### src/rtl/core/tscv_pkg.sv
`default_nettype none
// ----------------------------------------------------------------------------
// tscv_pkg
// Shared widths, defaults, register indexes and the command and status
// types passed between the touch qualifier controller and its datapath.
// ----------------------------------------------------------------------------
package tscv_pkg;

    localparam int SAMPLE_W      = 11;
    localparam int THR_W         = 12;
    localparam int TOFF_W        = 8;
    localparam int CFG_IDX_W     = 1;
    localparam int CFG_DATA_W    = 11;
    localparam int S_TDATA_W     = 16;
    localparam int M_TDATA_W     = 24;

    localparam int DEF_CAL_SAMPLES = 10;
    localparam int DEF_VOTE_TRIES  = 1;

    localparam logic [TOFF_W-1:0]   TOUCH_OFFSET_RST = 8'd9;
    localparam logic [SAMPLE_W-1:0] WRAP_OFFSET_RST  = 11'd1000;

    localparam logic [CFG_IDX_W-1:0] REG_TOUCH_OFFSET = 1'd0;
    localparam logic [CFG_IDX_W-1:0] REG_WRAP_OFFSET  = 1'd1;

    localparam logic KIND_CAL   = 1'b0;
    localparam logic KIND_SENSE = 1'b1;

    typedef struct packed {
        logic accept;
        logic decode;
        logic load_i;
        logic scan;
        logic eval;
        logic fin;
        logic emit;
    } t_cmd;

    typedef struct packed {
        logic is_cal;
        logic cal_last;
        logic win_last;
        logic scan_last;
        logic outer_last;
        logic out_free;
    } t_stat;

endpackage

`default_nettype wire

### src/rtl/core/touch_sensor_mode_calibrate_vote.sv
`default_nettype none
// ----------------------------------------------------------------------------
// touch_sensor_mode_calibrate_vote
// Touch sensor qualifier. Items enter on the s_axis channel: tuser carries
// the item kind (0 calibration, 1 sense), tdata the 11-bit sample.
// Calibration samples are stored; once CAL_SAMPLES have arrived the most
// frequent value (first seen wins a tie) becomes the mode, and the threshold
// is the mode plus the touch offset. A calibration result is then sent.
// Sense samples above the wrap offset lose that offset and vote against the
// threshold; every 2*VOTE_TRIES+1 sense samples give a majority decision.
// Registers are written on the cfg channel, which is always ready.
// An item is taken only in the idle state; a decision passes through the decode
// and emit states to the output register. The completing calibration sample
// waits for the mode search, which compares every stored pair through one
// pair of store read ports.
// When the receiver stalls, the result waits in the output register and the
// block goes on taking items; it holds its input only once a second result
// is ready. Reset restores the register defaults and clears the sample, vote
// and outer-loop counts, the mode and the threshold; the store needs no clearing.
// ----------------------------------------------------------------------------
module touch_sensor_mode_calibrate_vote #(
    parameter int CAL_SAMPLES = tscv_pkg::DEF_CAL_SAMPLES,
    parameter int VOTE_TRIES  = tscv_pkg::DEF_VOTE_TRIES
) (
    input  wire                               i_clk,
    input  wire                               i_rst_n,
    input  wire                               s_axis_tvalid,
    output logic                              s_axis_tready,
    // tdata: sample [10:0], zero fill [15:11]
    input  wire  [tscv_pkg::S_TDATA_W-1:0]    s_axis_tdata,
    // tuser: req_type [0]
    input  wire  [0:0]                        s_axis_tuser,
    output logic                              m_axis_tvalid,
    input  wire                               m_axis_tready,
    // tdata: touch [0], baseline_mode [11:1], threshold_value [23:12]
    output logic [tscv_pkg::M_TDATA_W-1:0]    m_axis_tdata,
    // tuser: result_kind [0]
    output logic [0:0]                        m_axis_tuser,
    input  wire                               i_cfg_valid,
    output logic                              o_cfg_ready,
    input  wire  [tscv_pkg::CFG_IDX_W-1:0]    i_cfg_index,
    input  wire  [tscv_pkg::CFG_DATA_W-1:0]   i_cfg_data
);
    import tscv_pkg::*;

    t_cmd                w_cmd;
    t_stat               w_stat;
    logic                w_out_kind;
    logic                w_out_touch;
    logic [SAMPLE_W-1:0] w_out_mode;
    logic [THR_W-1:0]    w_out_thr;

    assign o_cfg_ready = 1'b1;

    tscv_ctrl u_ctrl (
        .i_clk      (i_clk),
        .i_rst_n    (i_rst_n),
        .i_in_valid (s_axis_tvalid),
        .o_in_ready (s_axis_tready),
        .i_stat     (w_stat),
        .o_cmd      (w_cmd)
    );

    tscv_dpath #(
        .CAL_SAMPLES (CAL_SAMPLES),
        .VOTE_TRIES  (VOTE_TRIES)
    ) u_dpath (
        .i_clk       (i_clk),
        .i_rst_n     (i_rst_n),
        .i_cmd       (w_cmd),
        .o_stat      (w_stat),
        .i_kind      (s_axis_tuser[0]),
        .i_sample    (s_axis_tdata[SAMPLE_W-1:0]),
        .i_cfg_we    (i_cfg_valid),
        .i_cfg_index (i_cfg_index),
        .i_cfg_data  (i_cfg_data),
        .i_out_ready (m_axis_tready),
        .o_out_valid (m_axis_tvalid),
        .o_kind      (w_out_kind),
        .o_touch     (w_out_touch),
        .o_mode      (w_out_mode),
        .o_thr       (w_out_thr)
    );

    assign m_axis_tdata = {w_out_thr, w_out_mode, w_out_touch};
    assign m_axis_tuser = w_out_kind;

endmodule

`default_nettype wire

### src/rtl/core/tscv_ctrl.sv
`default_nettype none
// ----------------------------------------------------------------------------
// tscv_ctrl
// Sequencer for the touch qualifier: takes one item, decodes it, walks the
// calibration store for the mode search and hands results to the output.
// ----------------------------------------------------------------------------
module tscv_ctrl (
    input  wire              i_clk,
    input  wire              i_rst_n,
    input  wire              i_in_valid,
    output logic             o_in_ready,
    input  tscv_pkg::t_stat  i_stat,
    output tscv_pkg::t_cmd   o_cmd
);
    import tscv_pkg::*;

    localparam logic [2:0] ST_IDLE   = 3'd0;
    localparam logic [2:0] ST_DECODE = 3'd1;
    localparam logic [2:0] ST_LOAD_I = 3'd2;
    localparam logic [2:0] ST_SCAN   = 3'd3;
    localparam logic [2:0] ST_EVAL   = 3'd4;
    localparam logic [2:0] ST_FIN    = 3'd5;
    localparam logic [2:0] ST_EMIT   = 3'd6;

    logic [2:0] r_state;
    logic [2:0] n_state;

    always_comb begin
        o_in_ready = (r_state == ST_IDLE);
        o_cmd        = '0;
        o_cmd.accept = (r_state == ST_IDLE) && i_in_valid;
        o_cmd.decode = (r_state == ST_DECODE);
        o_cmd.load_i = (r_state == ST_LOAD_I);
        o_cmd.scan   = (r_state == ST_SCAN);
        o_cmd.eval   = (r_state == ST_EVAL);
        o_cmd.fin    = (r_state == ST_FIN);
        o_cmd.emit   = (r_state == ST_EMIT);
    end

    always_comb begin
        n_state = r_state;
        case (r_state)
            ST_IDLE: begin
                if (i_in_valid) begin
                    n_state = ST_DECODE;
                end
            end
            ST_DECODE: begin
                if (i_stat.is_cal) begin
                    n_state = i_stat.cal_last ? ST_LOAD_I : ST_IDLE;
                end else begin
                    n_state = i_stat.win_last ? ST_EMIT : ST_IDLE;
                end
            end
            ST_LOAD_I: begin
                n_state = ST_SCAN;
            end
            ST_SCAN: begin
                if (i_stat.scan_last) begin
                    n_state = ST_EVAL;
                end
            end
            ST_EVAL: begin
                n_state = i_stat.outer_last ? ST_FIN : ST_LOAD_I;
            end
            ST_FIN: begin
                n_state = ST_EMIT;
            end
            ST_EMIT: begin
                if (i_stat.out_free) begin
                    n_state = ST_IDLE;
                end
            end
            default: begin
                n_state = ST_IDLE;
            end
        endcase
    end

    always_ff @(posedge i_clk) begin
        if (!i_rst_n) begin
            r_state <= ST_IDLE;
        end else begin
            r_state <= n_state;
        end
    end

endmodule

`default_nettype wire

### src/rtl/core/tscv_dpath.sv
`default_nettype none
// ----------------------------------------------------------------------------
// tscv_dpath
// Datapath of the touch qualifier: configuration registers, calibration
// store, mode search counters, vote window and the output register.
// ----------------------------------------------------------------------------
module tscv_dpath #(
    parameter int CAL_SAMPLES = tscv_pkg::DEF_CAL_SAMPLES,
    parameter int VOTE_TRIES  = tscv_pkg::DEF_VOTE_TRIES
) (
    input  wire                                 i_clk,
    input  wire                                 i_rst_n,
    input  tscv_pkg::t_cmd                      i_cmd,
    output tscv_pkg::t_stat                     o_stat,
    input  wire                                 i_kind,
    input  wire  [tscv_pkg::SAMPLE_W-1:0]       i_sample,
    input  wire                                 i_cfg_we,
    input  wire  [tscv_pkg::CFG_IDX_W-1:0]      i_cfg_index,
    input  wire  [tscv_pkg::CFG_DATA_W-1:0]     i_cfg_data,
    input  wire                                 i_out_ready,
    output logic                                o_out_valid,
    output logic                                o_kind,
    output logic                                o_touch,
    output logic [tscv_pkg::SAMPLE_W-1:0]       o_mode,
    output logic [tscv_pkg::THR_W-1:0]          o_thr
);
    import tscv_pkg::*;

    localparam int IDX_W  = $clog2(CAL_SAMPLES);
    localparam int CNT_W  = $clog2(CAL_SAMPLES + 1);
    localparam int WIN    = 2 * VOTE_TRIES + 1;
    localparam int SEEN_W = $clog2(WIN + 1);
    localparam logic [IDX_W-1:0]  IDX_LAST  = IDX_W'(CAL_SAMPLES - 1);
    localparam logic [SEEN_W-1:0] SEEN_WIN  = SEEN_W'(WIN);
    localparam logic [SEEN_W-1:0] TALLY_MIN = SEEN_W'(VOTE_TRIES + 1);

    logic [SAMPLE_W-1:0] r_mem [CAL_SAMPLES];
    logic [SAMPLE_W-1:0] r_rd_a;
    logic [SAMPLE_W-1:0] r_rd_b;
    logic [IDX_W-1:0]    w_addr_b;

    logic [TOFF_W-1:0]   r_toff;
    logic [SAMPLE_W-1:0] r_wrap;
    logic                r_kind;
    logic [SAMPLE_W-1:0] r_sample;
    logic [IDX_W-1:0]    r_count;
    logic [IDX_W-1:0]    r_i;
    logic [IDX_W-1:0]    r_j;
    logic [CNT_W-1:0]    r_cnt;
    logic [CNT_W-1:0]    r_best_cnt;
    logic [SAMPLE_W-1:0] r_best;
    logic [SAMPLE_W-1:0] r_mode;
    logic [THR_W-1:0]    r_thr;
    logic [SEEN_W-1:0]   r_seen;
    logic [SEEN_W-1:0]   r_tally;
    logic                r_touch;
    logic                r_out_vld;
    logic                r_out_kind;
    logic                r_out_touch;
    logic [SAMPLE_W-1:0] r_out_mode;
    logic [THR_W-1:0]    r_out_thr;

    logic [SAMPLE_W-1:0] w_adj;
    logic                w_vote;
    logic [SEEN_W-1:0]   w_seen_n;
    logic [SEEN_W-1:0]   w_tally_n;
    logic                w_out_free;

    always_comb begin
        w_adj     = (r_sample > r_wrap) ? (r_sample - r_wrap) : r_sample;
        w_vote    = ({1'b0, w_adj} > r_thr);
        w_seen_n  = r_seen + SEEN_W'(1);
        w_tally_n = r_tally + SEEN_W'(w_vote);
        w_out_free = !r_out_vld || i_out_ready;
        if (i_cmd.scan && (r_j != IDX_LAST)) begin
            w_addr_b = r_j + IDX_W'(1);
        end else begin
            w_addr_b = '0;
        end
        o_stat.is_cal     = (r_kind == KIND_CAL);
        o_stat.cal_last   = (r_count == IDX_LAST);
        o_stat.win_last   = (w_seen_n == SEEN_WIN);
        o_stat.scan_last  = (r_j == IDX_LAST);
        o_stat.outer_last = (r_i == IDX_LAST);
        o_stat.out_free   = w_out_free;
    end

    always_ff @(posedge i_clk) begin
        if (i_cmd.decode && (r_kind == KIND_CAL)) begin
            r_mem[r_count] <= r_sample;
        end
        r_rd_a <= r_mem[r_i];
        r_rd_b <= r_mem[w_addr_b];
    end

    always_ff @(posedge i_clk) begin
        if (i_cmd.accept) begin
            r_kind   <= i_kind;
            r_sample <= i_sample;
        end
        if (i_cmd.load_i) begin
            r_j   <= '0;
            r_cnt <= '0;
        end
        if (i_cmd.scan) begin
            r_j   <= r_j + IDX_W'(1);
            r_cnt <= r_cnt + CNT_W'(r_rd_a == r_rd_b);
        end
        if (i_cmd.eval && (r_cnt > r_best_cnt)) begin
            r_best     <= r_rd_a;
            r_best_cnt <= r_cnt;
        end
        if (i_cmd.decode && (r_kind == KIND_CAL) && (r_count == IDX_LAST)) begin
            r_best_cnt <= '0;
        end
        if (i_cmd.decode) begin
            if (r_kind == KIND_CAL) begin
                r_touch <= 1'b0;
            end else begin
                r_touch <= (w_tally_n >= TALLY_MIN);
            end
        end
        if (i_cmd.emit && w_out_free) begin
            r_out_kind  <= r_kind;
            r_out_touch <= r_touch;
            r_out_mode  <= r_mode;
            r_out_thr   <= r_thr;
        end
    end

    always_ff @(posedge i_clk) begin
        if (!i_rst_n) begin
            r_toff    <= TOUCH_OFFSET_RST;
            r_wrap    <= WRAP_OFFSET_RST;
            r_count   <= '0;
            r_i       <= '0;
            r_seen    <= '0;
            r_tally   <= '0;
            r_mode    <= '0;
            r_thr     <= '0;
            r_out_vld <= 1'b0;
        end else begin
            if (i_cfg_we) begin
                case (i_cfg_index)
                    REG_TOUCH_OFFSET: r_toff <= i_cfg_data[TOFF_W-1:0];
                    REG_WRAP_OFFSET:  r_wrap <= i_cfg_data;
                    default: begin
                    end
                endcase
            end
            if (i_cmd.decode) begin
                if (r_kind == KIND_CAL) begin
                    r_seen  <= '0;
                    r_tally <= '0;
                    if (r_count == IDX_LAST) begin
                        r_count <= '0;
                        r_i     <= '0;
                    end else begin
                        r_count <= r_count + IDX_W'(1);
                    end
                end else if (w_seen_n == SEEN_WIN) begin
                    r_seen  <= '0;
                    r_tally <= '0;
                end else begin
                    r_seen  <= w_seen_n;
                    r_tally <= w_tally_n;
                end
            end
            if (i_cmd.eval) begin
                r_i <= (r_i == IDX_LAST) ? '0 : r_i + IDX_W'(1);
            end
            if (i_cmd.fin) begin
                r_mode <= r_best;
                r_thr  <= {1'b0, r_best} + {{(THR_W - TOFF_W){1'b0}}, r_toff};
            end
            if (i_cmd.emit && w_out_free) begin
                r_out_vld <= 1'b1;
            end else if (i_out_ready) begin
                r_out_vld <= 1'b0;
            end
        end
    end

    assign o_out_valid = r_out_vld;
    assign o_kind      = r_out_kind;
    assign o_touch     = r_out_touch;
    assign o_mode      = r_out_mode;
    assign o_thr       = r_out_thr;

`ifndef ASSERT_OFF
    a_seen_below_window: assert property (@(posedge i_clk) disable iff (!i_rst_n)
        r_seen < SEEN_WIN)
        else $error("vote window count reached the window length");
    a_tally_le_seen: assert property (@(posedge i_clk) disable iff (!i_rst_n)
        r_tally <= r_seen)
        else $error("touch tally exceeds samples seen");
    a_count_in_range: assert property (@(posedge i_clk) disable iff (!i_rst_n)
        r_count <= IDX_LAST)
        else $error("calibration count out of range");
    a_fin_threshold: assert property (@(posedge i_clk) disable iff (!i_rst_n)
        i_cmd.fin |=> (r_thr == ({1'b0, r_mode} + {{(THR_W - TOFF_W){1'b0}}, r_toff})))
        else $error("threshold does not follow the calibrated mode");
`endif

endmodule

`default_nettype wire

### config.mk
export PLATFORM = sky130hd
export DESIGN_NAME = touch_sensor_mode_calibrate_vote
export DESIGN_NICKNAME = d
export VERILOG_FILES = /design/src/rtl/core/tscv_pkg.sv /design/src/rtl/core/touch_sensor_mode_calibrate_vote.sv /design/src/rtl/core/tscv_ctrl.sv /design/src/rtl/core/tscv_dpath.sv
export SDC_FILE = /design/constraint.sdc
export NUM_CORES = 1
export LEC_CHECK = 0
export BUFFER_PORTS_ARGS = -buffer_cell sky130_fd_sc_hd__buf_2
export CORE_ASPECT_RATIO = 0.75
export CORE_MARGIN = 5
export CORE_UTILIZATION = 54
export DETAILED_ROUTE_END_ITERATION = 6
export HOLD_SLACK_MARGIN = 0.02
export PLACE_DENSITY = 0.75
export SYNTH_ARGS = -nofsm -noshare
export SYNTH_HDL_FRONTEND = slang
export SYNTH_SLANG_ARGS = --single-unit
### constraint.sdc
create_clock -name i_clk -period 5.29 [get_ports i_clk]
set_clock_uncertainty 0.15 [all_clocks]
set_input_delay 0.529 -clock i_clk [delete_from_list [all_inputs] [get_ports i_clk]]
set_output_delay 0.529 -clock i_clk [all_outputs]
set_load 0.01 [all_outputs]
=== After elaboration in Yosys (flattened, before gate mapping) ===
Memories as Yosys holds them, arrays and structs flattened. A register that Yosys moved wholly into a read port is not among the register bits.
Cells that the tools add are included.
Widths: inputs -> output; s select.

* Register bits after elaboration: 119
* Memory bits (writable): 110
* Input port bits: 34
* Output and inout port bits: 28
* Logic and storage cells: 97
* Memories kept: 1

* $add $sub $neg: 8
* $lt $le $gt $ge: 4
* Equal/unequal tests: 16
* Multiplexer cells: 27
* Bitwise gates (word level): 2
* Reductions and logical operators: 18

{| class="wikitable"
|+ Memory list
! name !! words !! bits a word !! rd ports !! clocked after memory_dff !! wr ports !! line !! RTL
|-
| u_dpath.r_mem || 10 || 11 || 2 || 2 || 1 || tscv_dpath.sv:37 || <nowiki>logic [SAMPLE_W-1:0] r_mem [CAL_SAMPLES];</nowiki>
|}

{| class="wikitable"
|+ Operators by type and width
! kind !! count
|-
| $mux 4 || 10
|-
| $pmux 3 s7 || 1
|-
| $mux 3 || 6
|-
| $add 11x8->12 || 1
|-
| $add 4x1->4 const B || 3
|-
| $eq 4x4->1 const B || 3
|-
| $gt 11x12->1 || 1
|-
| $eq 11x11->1 || 1
|-
| $gt 11x11->1 || 1
|-
| $mux 11 || 1
|-
| $sub 11x11->11 || 1
|-
| $mux 2 || 5
|-
| $eq 3x3->1 const B || 3
|-
| $reduce_bool 2->1 || 4
|-
| $eq 3x2->1 const B || 2
|-
| $logic_and 1x1->1 || 6
|-
| $ne 2x2->1 const B || 3
|-
| $reduce_and 2->1 || 3
|-
| $reduce_and 3->1 || 2
|-
| $add 4x1->4 || 1
|-
| $gt 4x4->1 || 1
|-
| $mux 1 || 4
|-
| $ne 4x4->1 const B || 1
|-
| $eq 3x1->1 const B || 1
|-
| other kinds (9) || 10
|}

=== Logic depth before layout (Yosys ltp) ===
Gate-level depths: netlist of run 1.

* Depth after elaboration: 6
* Mapped depth: 21
* Depth with buffers taken out: 20

=== Cells and area by module ===
A second synthesis of run 1 with hierarchy kept.

* Cells, all modules: 935
* Area, all modules: 11623.6 um2

{| class="wikitable"
|+ By module, submodules not included
! module !! instances !! cells each !! area an instance (um2) !! sequential area each (um2)
|-
| tscv_dpath || 1 || 894 || 11309.6 || 6636.4
|-
| tscv_ctrl || 1 || 38 || 295.3 || 60.1
|-
| touch_sensor_mode_calibrate_vote || 1 || 3 || 18.8 || 0.0
|}

=== Least setup slack after synthesis of run 1 ===
Ideal clock, no wire load.

* Kind: register to register
* Start point: register u_dpath.r_sample[1]
* End point: register u_dpath.r_touch, data pin
* Setup time: 0.259 ns
* Data arrival time: 3.642 ns
* Required time: 4.881 ns
* Slack: 1.239 ns
* Cell stages (with the launch flop): 19
* Path buffers: 1
* Clock period less this slack: 4.051 ns
* Path through: edfxtp_1 ha_1 nor2b_1 o211ai_1 a21boi_0 o21ai_0 a31oi_1 buf_4 mux2_2 ha_1 nor2b_1 o21a_1 o21a_1 o21bai_1 a21oi_1 o21a_1 ha_1 xor2_1 and2_1

* Word-level cells in the longest chain between the ends: 5
* Elaborated cells on any way between the ends: 6
* Classes of those cells: add/sub (2); order compare (3); mux (1)

{| class="wikitable"
|+ RTL lines
! element !! line !! RTL
|-
| from (decl) || tscv_dpath.sv:45 || <nowiki>logic [SAMPLE_W-1:0] r_sample;</nowiki>
|-
| from (signal assigned) || tscv_dpath.sv:99 || <nowiki>r_sample <= i_sample;</nowiki>
|-
| $sub 11x11->11 / $gt 11x11->1 (equally long branches) || tscv_dpath.sv:70 || <nowiki>w_adj = (r_sample > r_wrap) ? (r_sample - r_wrap) : r_sample;</nowiki>
|-
| $mux 11 (*) || tscv_dpath.sv:70 ||
|-
| $gt 11x12->1 (*) || tscv_dpath.sv:71 || <nowiki>w_vote = ({1'b0, w_adj} > r_thr);</nowiki>
|-
| $add 2x1->2 (*) || tscv_dpath.sv:73 || <nowiki>w_tally_n = r_tally + SEEN_W'(w_vote);</nowiki>
|-
| $ge 2x2->1 (*) || tscv_dpath.sv:120 || <nowiki>r_touch <= (w_tally_n >= TALLY_MIN);</nowiki>
|-
| to (signal assigned) || tscv_dpath.sv:120 ||
|-
| to (decl) || tscv_dpath.sv:56 || <nowiki>logic r_touch;</nowiki>
|}

Mark *: on every way between the ends. The rest lies on a longest branch, timed or not.
A chain may end at the register's enable or synchronous reset.

=== Worst setup path after layout of run 1 ===
* Start point: register u_dpath.r_sample[1]
* End point: register u_dpath.r_tally[1]

* Word-level cells in the longest chain between the ends: 6
* Elaborated cells on any way between the ends: 7
* Classes of those cells: add/sub (2); order compare (2); mux (3)

{| class="wikitable"
|+ RTL lines
! element !! line !! RTL
|-
| $sub 11x11->11 / $gt 11x11->1 (equally long branches) || tscv_dpath.sv:70 ||
|-
| $mux 11 (*) || tscv_dpath.sv:70 ||
|-
| $gt 11x12->1 (*) || tscv_dpath.sv:71 ||
|-
| $add 2x1->2 (*) || tscv_dpath.sv:73 ||
|-
| $mux 2 (*) || tscv_dpath.sv:161 || <nowiki>end else if (w_seen_n == SEEN_WIN) begin</nowiki>
|-
| $mux 2 (*) || tscv_dpath.sv:152 || <nowiki>if (r_kind == KIND_CAL) begin</nowiki>
|-
| to (signal assigned) || tscv_dpath.sv:166 || <nowiki>r_tally <= w_tally_n;</nowiki>
|-
| to (decl) || tscv_dpath.sv:55 || <nowiki>logic [SEEN_W-1:0] r_tally;</nowiki>
|}

Marked as above.

==> flow_metrics.tcl, run 1 <==
set metrics [dict create \
    max_stage_delay_ns 0.57 \
    switching_share_pct 21.2 \
    dr.pass1.iters 6 \
    antenna_cells 0 \
    overflow 0 \
    finalHoldViolations 0 \
    p_sw_mw 0.885 \
    ant_nets 0 \
    max-slew-margin-rel_pct 21.0 \
    fin_crit_ns 4.79 \
    final_cell_mix "edfxtp_1 (167), nand2_1 (85), dfxtp_1 (83)" \
    maxCapViolCount 0 \
    drt_wl_total_um 28000 \
    area_growth_syn_to_layout_pct 12.3 \
    synth_top_family_by_area "compound AO/OA/AOI/OAI gates" \
    syn_area_sq_um 11600 \
    cp-end-kind "flip-flop" \
    synthAdderAreaFrac_pct 4.78 \
    grt_start_max_net_pins 62 \
    synth_cell_type_count 61 \
    pwr-share-comb_pct 5.8 \
    wl_per_cell_um 21.5 \
    ys_seq_area_share_pct 57.9 \
    fin_util_pct 61.5 \
    dieArea_sq_um 24500 \
    grt_antenna_before_repair 0 \
    cp.buffers_inverters 1 \
    p_leak_nw 4.57 \
    cp_cell_sequence "ha_1 > nor2b_1 > o211ai_1 > a21boi_0 > o21ai_0 > a31oi_1 > buf_4 > mux2_2 > ha_1 > o21a_1 > o21a_1 > o21bai_1 > a21oi_1 > o21a_1 > ha_1 > xor2_1 > and2_1 > nand3_1 > a21boi_0" \
    drt-initial-drc-count 825 \
    via_count 7791 \
    yosys.area_share.simple_pct 10.6 \
    numCtsBuffers 24 \
    yosysTopAreaCell "edfxtp_1" \
    drc_errors 0 \
    via_per_inst 5.98 \
    cts_tree "yes" \
    synth_top_area_share_pct 43.3 \
    synth_area_leaders "edfxtp_1 (43%), dfxtp_1 (15%), ha_1 (4.4%)" \
    dp_cells 1256 \
    total_power_mw 4.18 \
    cts_root_buf "clkbuf_16" \
    synth-seq-cells 251 \
    cp.arrival_ns 5.08 \
    io_buffers 55 \
    fp.dieW_um 179 \
    synth_ff_type "edfxtp_1" \
    worstSetupStartpointType "flip-flop" \
    grt_pass1_wl_um 41900 \
    period_share_pct 90.5 \
    power_density_nw_per_um2 321 \
    slowest_stage "edfxtp_1" \
    instances_no_fill 1303 \
    hold_path.class "input pin to flip-flop" \
    crit_type "flip-flop to flip-flop" \
    rsz0062_at_grt "no" \
    clkLatencyLatePin_ns 0.53 \
    synth_edf_count 167 \
    crit_family "compound AO/OA/AOI/OAI gates" \
    max_freq_ghz 0.209 \
    synth.area.mux_share_pct 8.76 \
    cts.reportedPaths.clkPinSlew_ns 0.06 \
    postSynthCellCount 947 \
    synth_compound_area_share_pct 12.3 \
    setup-tns-final_ns 0 \
    synthesis.nets 1024 \
    setup_violations 0 \
    drive_above_1_share_pct 16.2 \
    chipHeight_um 137 \
    power_frac_seq_pct 51.4 \
    outcome "finished clean" \
    pin_count 62 \
    track_usage_pct 22.7 \
    hold-worst-slack_ns 0.0314 \
    row_count 46 \
    clock_sinks 251 \
    ys_async_sr_fraction_pct 0 \
    gp_congestion 0.843 \
    final_common_cell "edfxtp_1" \
    syn_avg_cell_area_sq_um 12.2 \
    cts_buffer_depth 3 \
    synth-xor-area-share_pct 2.50 \
    clkPwrFrac_pct 42.8 \
    critical_path_required_ns 5.58 \
    nNetsFinal 1075 \
    grt_pass1_vias 7345 \
    initial_core_util_pct 54.8 \
    worst_pin_slew_ns 1.18 \
    path_max_fanout 13 \
    cts.htree.levels 1 \
    place_hpwl_um 18100 \
    irDropWorstVdd_mv 0.260 \
    fp.coreArea_sq_um 21100 \
    p_int_mw 3.29 \
    report.final.slew_viol_count 0 \
    ys_warn_count 0 \
]
[state kept, by name, summed over array words and instances (netlist names), 8 cells and up]
register	cells
u_dpath.o_mode	11
u_dpath.r_rd_a	11
u_dpath.r_thr	12
u_dpath.r_sample	11
u_dpath.r_mem	110
u_dpath.r_rd_b	11
u_dpath.r_wrap	11
u_dpath.r_best	11
u_dpath.o_thr	12
u_dpath.r_toff	8
u_dpath.r_mode	11
[worst paths after layout]
| kind | slack, ns | cells after the start | end | start |
|---|---|---|---|---|
| setup reg to reg | 0.50 | 19 | u_dpath.r_tally[1] | u_dpath.r_sample[1] |
| setup / recovery | 0.50 | 19 | u_dpath.r_tally[1] | u_dpath.r_sample[1] |
| hold reg to reg | 0.28 | 0 | u_dpath.o_mode[6] | u_dpath.r_mode[6] |
| hold / removal | 0.03 | 1 | u_dpath.r_sample[5] | s_axis_tdata[5] |
[worst register-to-register path, delay by kind of cell (launching register included)]
| kind | cells | cell delay, ns |
|---|---|---|
| XOR/XNOR | 1 | 0.12 |
| AND/OR/NAND/NOR | 3 | 0.44 |
| AO/OA/AOI/OAI | 10 | 1.95 |
| adder cells (fa/ha/maj) | 3 | 0.88 |
| flip-flops | 1 | 0.57 |
| multiplexers | 1 | 0.35 |
| buffers and inverters | 1 | 0.26 |
[cells by family after synthesis]
kind of cell,count (synthesis)
other cells,1
fa+ha+maj,43
flops,251
simple gates,244
buf+inv,91
xor+xnor,33
compound gates,213
mux,71
[area by class of cell]
class / instances / area (sq um)
Timing Repair Buffer: 74 / 428
Tap cell: 288 / 360
Clock inverter: 15 / 178
Sequential cell: 251 / 6700
Inverter: 42 / 158
Clock buffer: 28 / 647
Multi-Input combinational cell: 605 / 4530
Fill cell: 1644 / 8120
[stage by stage]
stage,worst slack [ns],area [sq um]
after floorplan,1.24,11600
after global placement,0.865,12100
after detailed placement,0.688,12100
after CTS,0.637,13000
after global routing,0.196,13000
final,0.502,13000
[power by group through the flow]
| stage | Sequential, mW | Clock (mW) | Combinational [mW] |
|---|---|---|---|
| 2_1_floorplan | 2.17 | 0 | 0.178 |
| 3_3_place_gp | 2.19 | 0 | 0.227 |
| 3_5_place_dp | 2.19 | 0 | 0.234 |
| 4_1_cts | 2.15 | 1.81 | 0.239 |
| 5_1_grt | 2.15 | 1.89 | 0.268 |
| 6_report | 2.15 | 1.79 | 0.242 |
[what timing repair did]
action	in CTS	in global routing
hold endpoints to repair	4	0
buffers inserted	0	0
hold buffers	4	0
gates resized for setup	0	0
[routing by layer]
layer	GRT usage, %	share of wire (%)
met1	34.9	44
met2	32.7	43
met3	5.39	11
met4	5.20	2.2
met5	0	0
[synthesized netlist by cell type (10+ instances only)]
library cell / count
a221oi_1: 11
inv_1: 41
nand3_1: 17
nand2_1: 85
nand2b_1: 12
nor2b_1: 20
ha_1: 41
a21oi_1: 36
mux2_2: 22
dfxtp_1: 84
o21bai_1: 11
a21boi_0: 31
nor3_1: 10
a211oi_1: 12
or3_1: 15
and2_1: 13
o21ai_0: 32
o211ai_1: 20
o22ai_1: 25
nor2_1: 40
clkbuf_1: 33
edfxtp_1: 167
a21o_1: 10
mux2i_1: 27
xnor2_1: 24
mux4_2: 22
Power figures use the tool's default switching activity.
==> inputs of run 2 (changes only) <==
Settings changed: MAX_ROUTING_LAYER from default to met4.
==> run 2 against run 1 <==
Compared with the run above: register-to-register slack improved by 0.03 ns; first-iteration DRC count fell by 0.12%; power barely moved; die area did not move; clock power barely moved; design area did not move; global-route usage rose by 0.67 points; cell count did not move; sequential power barely moved; via count fell by 0.64%; combinational power barely moved.
==> flow_metrics.tcl, run 2 (synthesized netlist as in run 1, its figures left out) <==
set metrics [dict create \
    cts_root_buf "clkbuf_16" \
    power_frac_seq_pct 51.4 \
    largest_reg_flops 110 \
    grt_pass1_vias 7349 \
    drt_wl_total_um 27900 \
    p_leak_nw 4.57 \
    cp.arrival_ns 5.05 \
    grt_start_max_net_pins 62 \
    worst-path-stages 19 \
    ctsHoldBuffers 4 \
    final_common_cell "edfxtp_1" \
    post_cts_buffers 0 \
    cts.htree.levels 1 \
    setup_violations 0 \
    antenna_cells 0 \
    place_hpwl_um 18100 \
    cp-end-kind "flip-flop" \
    dp_cells 1256 \
    row_count 46 \
    overflow 0 \
    dr.pass1.iters 7 \
    cp_cell_sequence "ha_1 > nor2b_1 > o211ai_1 > a21boi_0 > o21ai_0 > a31oi_1 > buf_4 > mux2_2 > ha_1 > o21a_1 > o21a_1 > o21bai_1 > a21oi_1 > o21a_1 > ha_1 > xor2_1 > and2_1 > nand3_1 > a21boi_0" \
    fillers 1644 \
    grt_antenna_before_repair 0 \
    area_growth_syn_to_layout_pct 12.3 \
    total_power_mw 4.18 \
    fp.dieW_um 179 \
    clkPwrFrac_pct 42.8 \
    track_usage_pct 23.3 \
    nNetsFinal 1075 \
    p_sw_mw 0.884 \
    rrSetupSlack_ns 0.53 \
    worst_pin_slew_ns 1.17 \
    clkLatencyLatePin_ns 0.52 \
    switching_share_pct 21.2 \
    regMostFlops "u_dpath.r_mem" \
    dieArea_sq_um 24500 \
    fp.coreArea_sq_um 21100 \
    via_count 7741 \
    place_ws_ns 0.688 \
    wl_per_cell_um 21.4 \
    cp.buffers_inverters 1 \
    fin_crit_ns 4.76 \
    p_int_mw 3.29 \
    grt_pass1_wl_um 41900 \
    outcome "finished clean" \
    setup-tns-final_ns 0 \
    drc_errors 0 \
    instances_no_fill 1303 \
    cts.reportedPaths.clkPinSlew_ns 0.06 \
    rsz0062_at_grt "no" \
    report.final.slew_viol_count 0 \
    irDropWorstVdd_mv 0.260 \
    chipHeight_um 137 \
    cts_tree "yes" \
    worstSetupStartpointType "flip-flop" \
    clock_sinks 251 \
    pin_count 62 \
    io_buffers 55 \
    period_share_pct 90.0 \
    ant_nets 0 \
    initial_core_util_pct 54.8 \
    hold_path.class "input pin to flip-flop" \
    cts_buffer_depth 3 \
    hold-worst-slack_ns 0.0348 \
    whs_path_depth 1 \
    via_per_inst 5.94 \
    crit_family "compound AO/OA/AOI/OAI gates" \
    max_freq_ghz 0.210 \
    r2r_end "u_dpath.r_tally[1]" \
    path_max_fanout 13 \
    gp_congestion 0.856 \
    crit_type "flip-flop to flip-flop" \
    max-slew-margin-rel_pct 21.8 \
    cts_resized 0 \
    slowest_stage "edfxtp_1" \
    worstHoldEndpoint "u_dpath.r_sample[5]" \
    max_stage_delay_ns 0.57 \
    drt-initial-drc-count 824 \
    maxCapViolCount 0 \
    pwr-share-comb_pct 5.8 \
    r2r_start "u_dpath.r_sample[1]" \
    hold_start "s_axis_tdata[5]" \
    reg2reg_depth 19 \
    final_cell_mix "edfxtp_1 (167), nand2_1 (85), dfxtp_1 (83)" \
    numCtsBuffers 24 \
    finalHoldViolations 0 \
    critical_path_required_ns 5.58 \
    timing.final.ws_setup_ns 0.529 \
    drive_above_1_share_pct 16.2 \
    power_density_nw_per_um2 321 \
]
-- run 2: cell counts in the layout (fill, tap and decap cells not counted) --
No cell type changed its count.
-- run 2: worst max path at each step --
| stage | startpoint | to |
|---|---|---|
| 2_1_floorplan | u_dpath.r_sample[1] | u_dpath.r_touch |
| 3_3_place_gp | u_dpath.r_sample[1] | u_dpath.r_touch |
| 3_5_place_dp | u_dpath.r_sample[1] | u_dpath.r_tally[1] |
| 4_1_cts | u_dpath.r_sample[1] | u_dpath.r_tally[1] |
| 5_1_grt | u_dpath.r_sample[1] | u_dpath.r_tally[1] |
| 6_report | u_dpath.r_sample[1] | u_dpath.r_tally[1] |
-- run 2: stage by stage --
stage	cell area, sq um	utilization, %
2_1_floorplan	11600	-
3_3_place_gp	12100	57.4
3_5_place_dp	12100	57.4
4_1_cts	13000	61.5
5_1_grt	13000	61.5
6_report	13000	61.5
-- run 2: area by class of cell --
type                       instances  area, sq um  share of cell area, %
sequential                       251         6700                   51.5
clock inverter                    15          178                   1.37
multi-input combinational        605         4530                   34.9
tap                              288          360                   2.77
timing repair buffer              74          428                   3.29
clock buffer                      28          647                   4.98
inverter                          42          158                   1.21
-- run 2: power by group through the flow --
stage	clock network, mW	registers (mW)	logic [mW]
5_1_grt	1.89	2.15	0.268
3_3_place_gp	0	2.19	0.227
6_report	1.79	2.15	0.242
3_5_place_dp	0	2.19	0.234
4_1_cts	1.81	2.15	0.239
2_1_floorplan	0	2.17	0.178
-- run 2: per-layer routing --
layer	up-vias	part of all wire, %	GRT usage (%)
li1	3635	-	-
met2	358	43	32.7
met4	0	2.2	5.20
met5	-	0	-
met1	3692	45	34.8
met3	56	10	5.44
==> inputs of run 3 (changes only) <==
Settings changed: CELL_PAD_IN_SITES_DETAIL_PLACEMENT from default to 0, CELL_PAD_IN_SITES_GLOBAL_PLACEMENT from default to 1, CORE_UTILIZATION 54 to 50, PLACE_DENSITY 0.75 to 0.82.
==> run 3 against run 2 <==
Compared with the run above: power shrank 3.7%; utilization fell by 4.9 points; design area is 0.32% lower; setup slack better by 0.085 ns; combinational power barely moved; sequential cell count unchanged; largest power group unchanged.
==> flow_metrics.tcl, run 3 (synthesized netlist as in run 1, its figures left out) <==
set metrics [dict create \
    worst_pin_slew_ns 1.20 \
    via_count 7616 \
    largest_reg_flops 110 \
    p_int_mw 3.14 \
    pwr-share-comb_pct 6.0 \
    fp.coreArea_sq_um 22900 \
    drive_above_1_share_pct 15.6 \
    path_max_fanout 13 \
    gp_congestion 0.862 \
    place_hpwl_um 18400 \
    setup-tns-final_ns 0 \
    io_buffers 55 \
    power_frac_seq_pct 53.4 \
    cts_tree "yes" \
    cts.htree.levels 1 \
    outcome "finished clean" \
    p_sw_mw 0.881 \
    ant_nets 0 \
    cts_buffer_depth 3 \
    drt_wl_total_um 27700 \
    wl_per_cell_um 21.0 \
    overflow 0 \
    fin_crit_ns 4.68 \
    switching_share_pct 21.9 \
    ctsHoldBuffers 6 \
    power_density_nw_per_um2 310 \
    final_common_cell "edfxtp_1" \
    cts_resized 0 \
    antenna_cells 0 \
    critical_path_required_ns 5.57 \
    dieArea_sq_um 26300 \
    regMostFlops "u_dpath.r_mem" \
    total_power_mw 4.02 \
    cp.arrival_ns 4.96 \
    design_area_sq_um 13000 \
    grt_start_max_net_pins 62 \
    grt_pass1_vias 7293 \
    drc_errors 0 \
    dr.pass1.iters 5 \
    clkPwrFrac_pct 40.6 \
    dpl-instance-area_sq_um 12200 \
    cts.reportedPaths.clkPinSlew_ns 0.06 \
    post_cts_buffers 0 \
    clock_sinks 251 \
    nNetsFinal 1079 \
    clkLatencyLatePin_ns 0.52 \
    whs_path_depth 1 \
    drt-initial-drc-count 705 \
    period_share_pct 88.4 \
    initial_core_util_pct 50.6 \
    worstSetupStartpointType "flip-flop" \
    irDropWorstVdd_mv 0.277 \
    report.final.slew_viol_count 0 \
    area_growth_syn_to_layout_pct 12.0 \
    max-slew-margin-rel_pct 19.3 \
    pin_count 62 \
    hold-worst-slack_ns 0.0335 \
    max_freq_ghz 0.214 \
    via_per_inst 5.77 \
    finalHoldViolations 0 \
    rsz0062_at_grt "no" \
    fp.dieW_um 186 \
    numCtsBuffers 25 \
    maxCapViolCount 0 \
    p_leak_nw 4.54 \
    hold_path.class "input pin to flip-flop" \
    setup_violations 0 \
    cts_root_buf "clkbuf_16" \
    crit_type "flip-flop to flip-flop" \
    final_cell_mix "edfxtp_1 (167), nand2_1 (85), dfxtp_1 (83)" \
    reg2reg_depth 20 \
    grt_pass1_wl_um 43000 \
    chipHeight_um 142 \
    track_usage_pct 21.9 \
    cp-end-kind "flip-flop" \
    row_count 48 \
    grt_antenna_before_repair 0 \
]
## run 3: layout make-up
class                      count  area [sq um]
fill                        1938          9920
sequential                   251          6700
multi-input combinational    605          4530
clock buffer                  38           704
timing repair buffer          77           455
tap                          300           375
inverter                      42           158
clock inverter                 7          36.3
## run 3: final timing paths
kind	slack [ns]	end	from
worst max-delay path	0.61	u_dpath.r_tally[1]	u_dpath.r_sample[1]
worst min-delay path	0.03	u_dpath.r_sample[5]	s_axis_tdata[5]
worst max register to register	0.61	u_dpath.r_tally[1]	u_dpath.r_sample[1]
worst min register to register	0.28	u_dpath.o_touch	u_dpath.r_touch
## run 3: layer usage
| metal | share of wire [%] | wire, um | track usage (%) |
|---|---|---|---|
| met1 | 48 | 13400 | 34.3 |
| met2 | 42 | 11600 | 30.8 |
| met3 | 8.3 | 2310 | 3.82 |
| met4 | 1.6 | 449 | 3.37 |
| met5 | 0 | 0 | - |
## run 3: worst max-delay path: stages (launching register included)
cell      delay, ns
edfxtp_1       0.62
ha_1           0.41
nor2b_1        0.19
o211ai_1       0.14
a21boi_0       0.25
o21ai_0        0.11
a31oi_1        0.22
buf_4          0.23
mux2_2         0.36
ha_1           0.28
nor2b_1        0.13
o21a_1         0.16
o21a_1         0.16
o21bai_1       0.12
a21oi_1        0.08
o21a_1         0.23
ha_1           0.21
xor2_1         0.11
and2_1         0.16
nand3_1        0.07
a21boi_0       0.17
## run 3: power groups by stage
stage / logic, mW / clock network, mW / registers [mW]
after global placement: 0.232 / 0 / 2.19
after floorplan: 0.178 / 0 / 2.17
final: 0.242 / 1.63 / 2.15
after CTS: 0.240 / 1.66 / 2.15
after global routing: 0.270 / 1.74 / 2.15
after detailed placement: 0.234 / 0 / 2.19
## run 3: through the flow
stage               setup WS, ns  instances  util (%)
finish                     0.614       1320      56.6
global route               0.369       1320      56.6
CTS                        0.677       1320      56.6
detailed placement         0.735       1269      53.1
global placement           0.790       1269      53.1
floorplan                   1.24        947         -
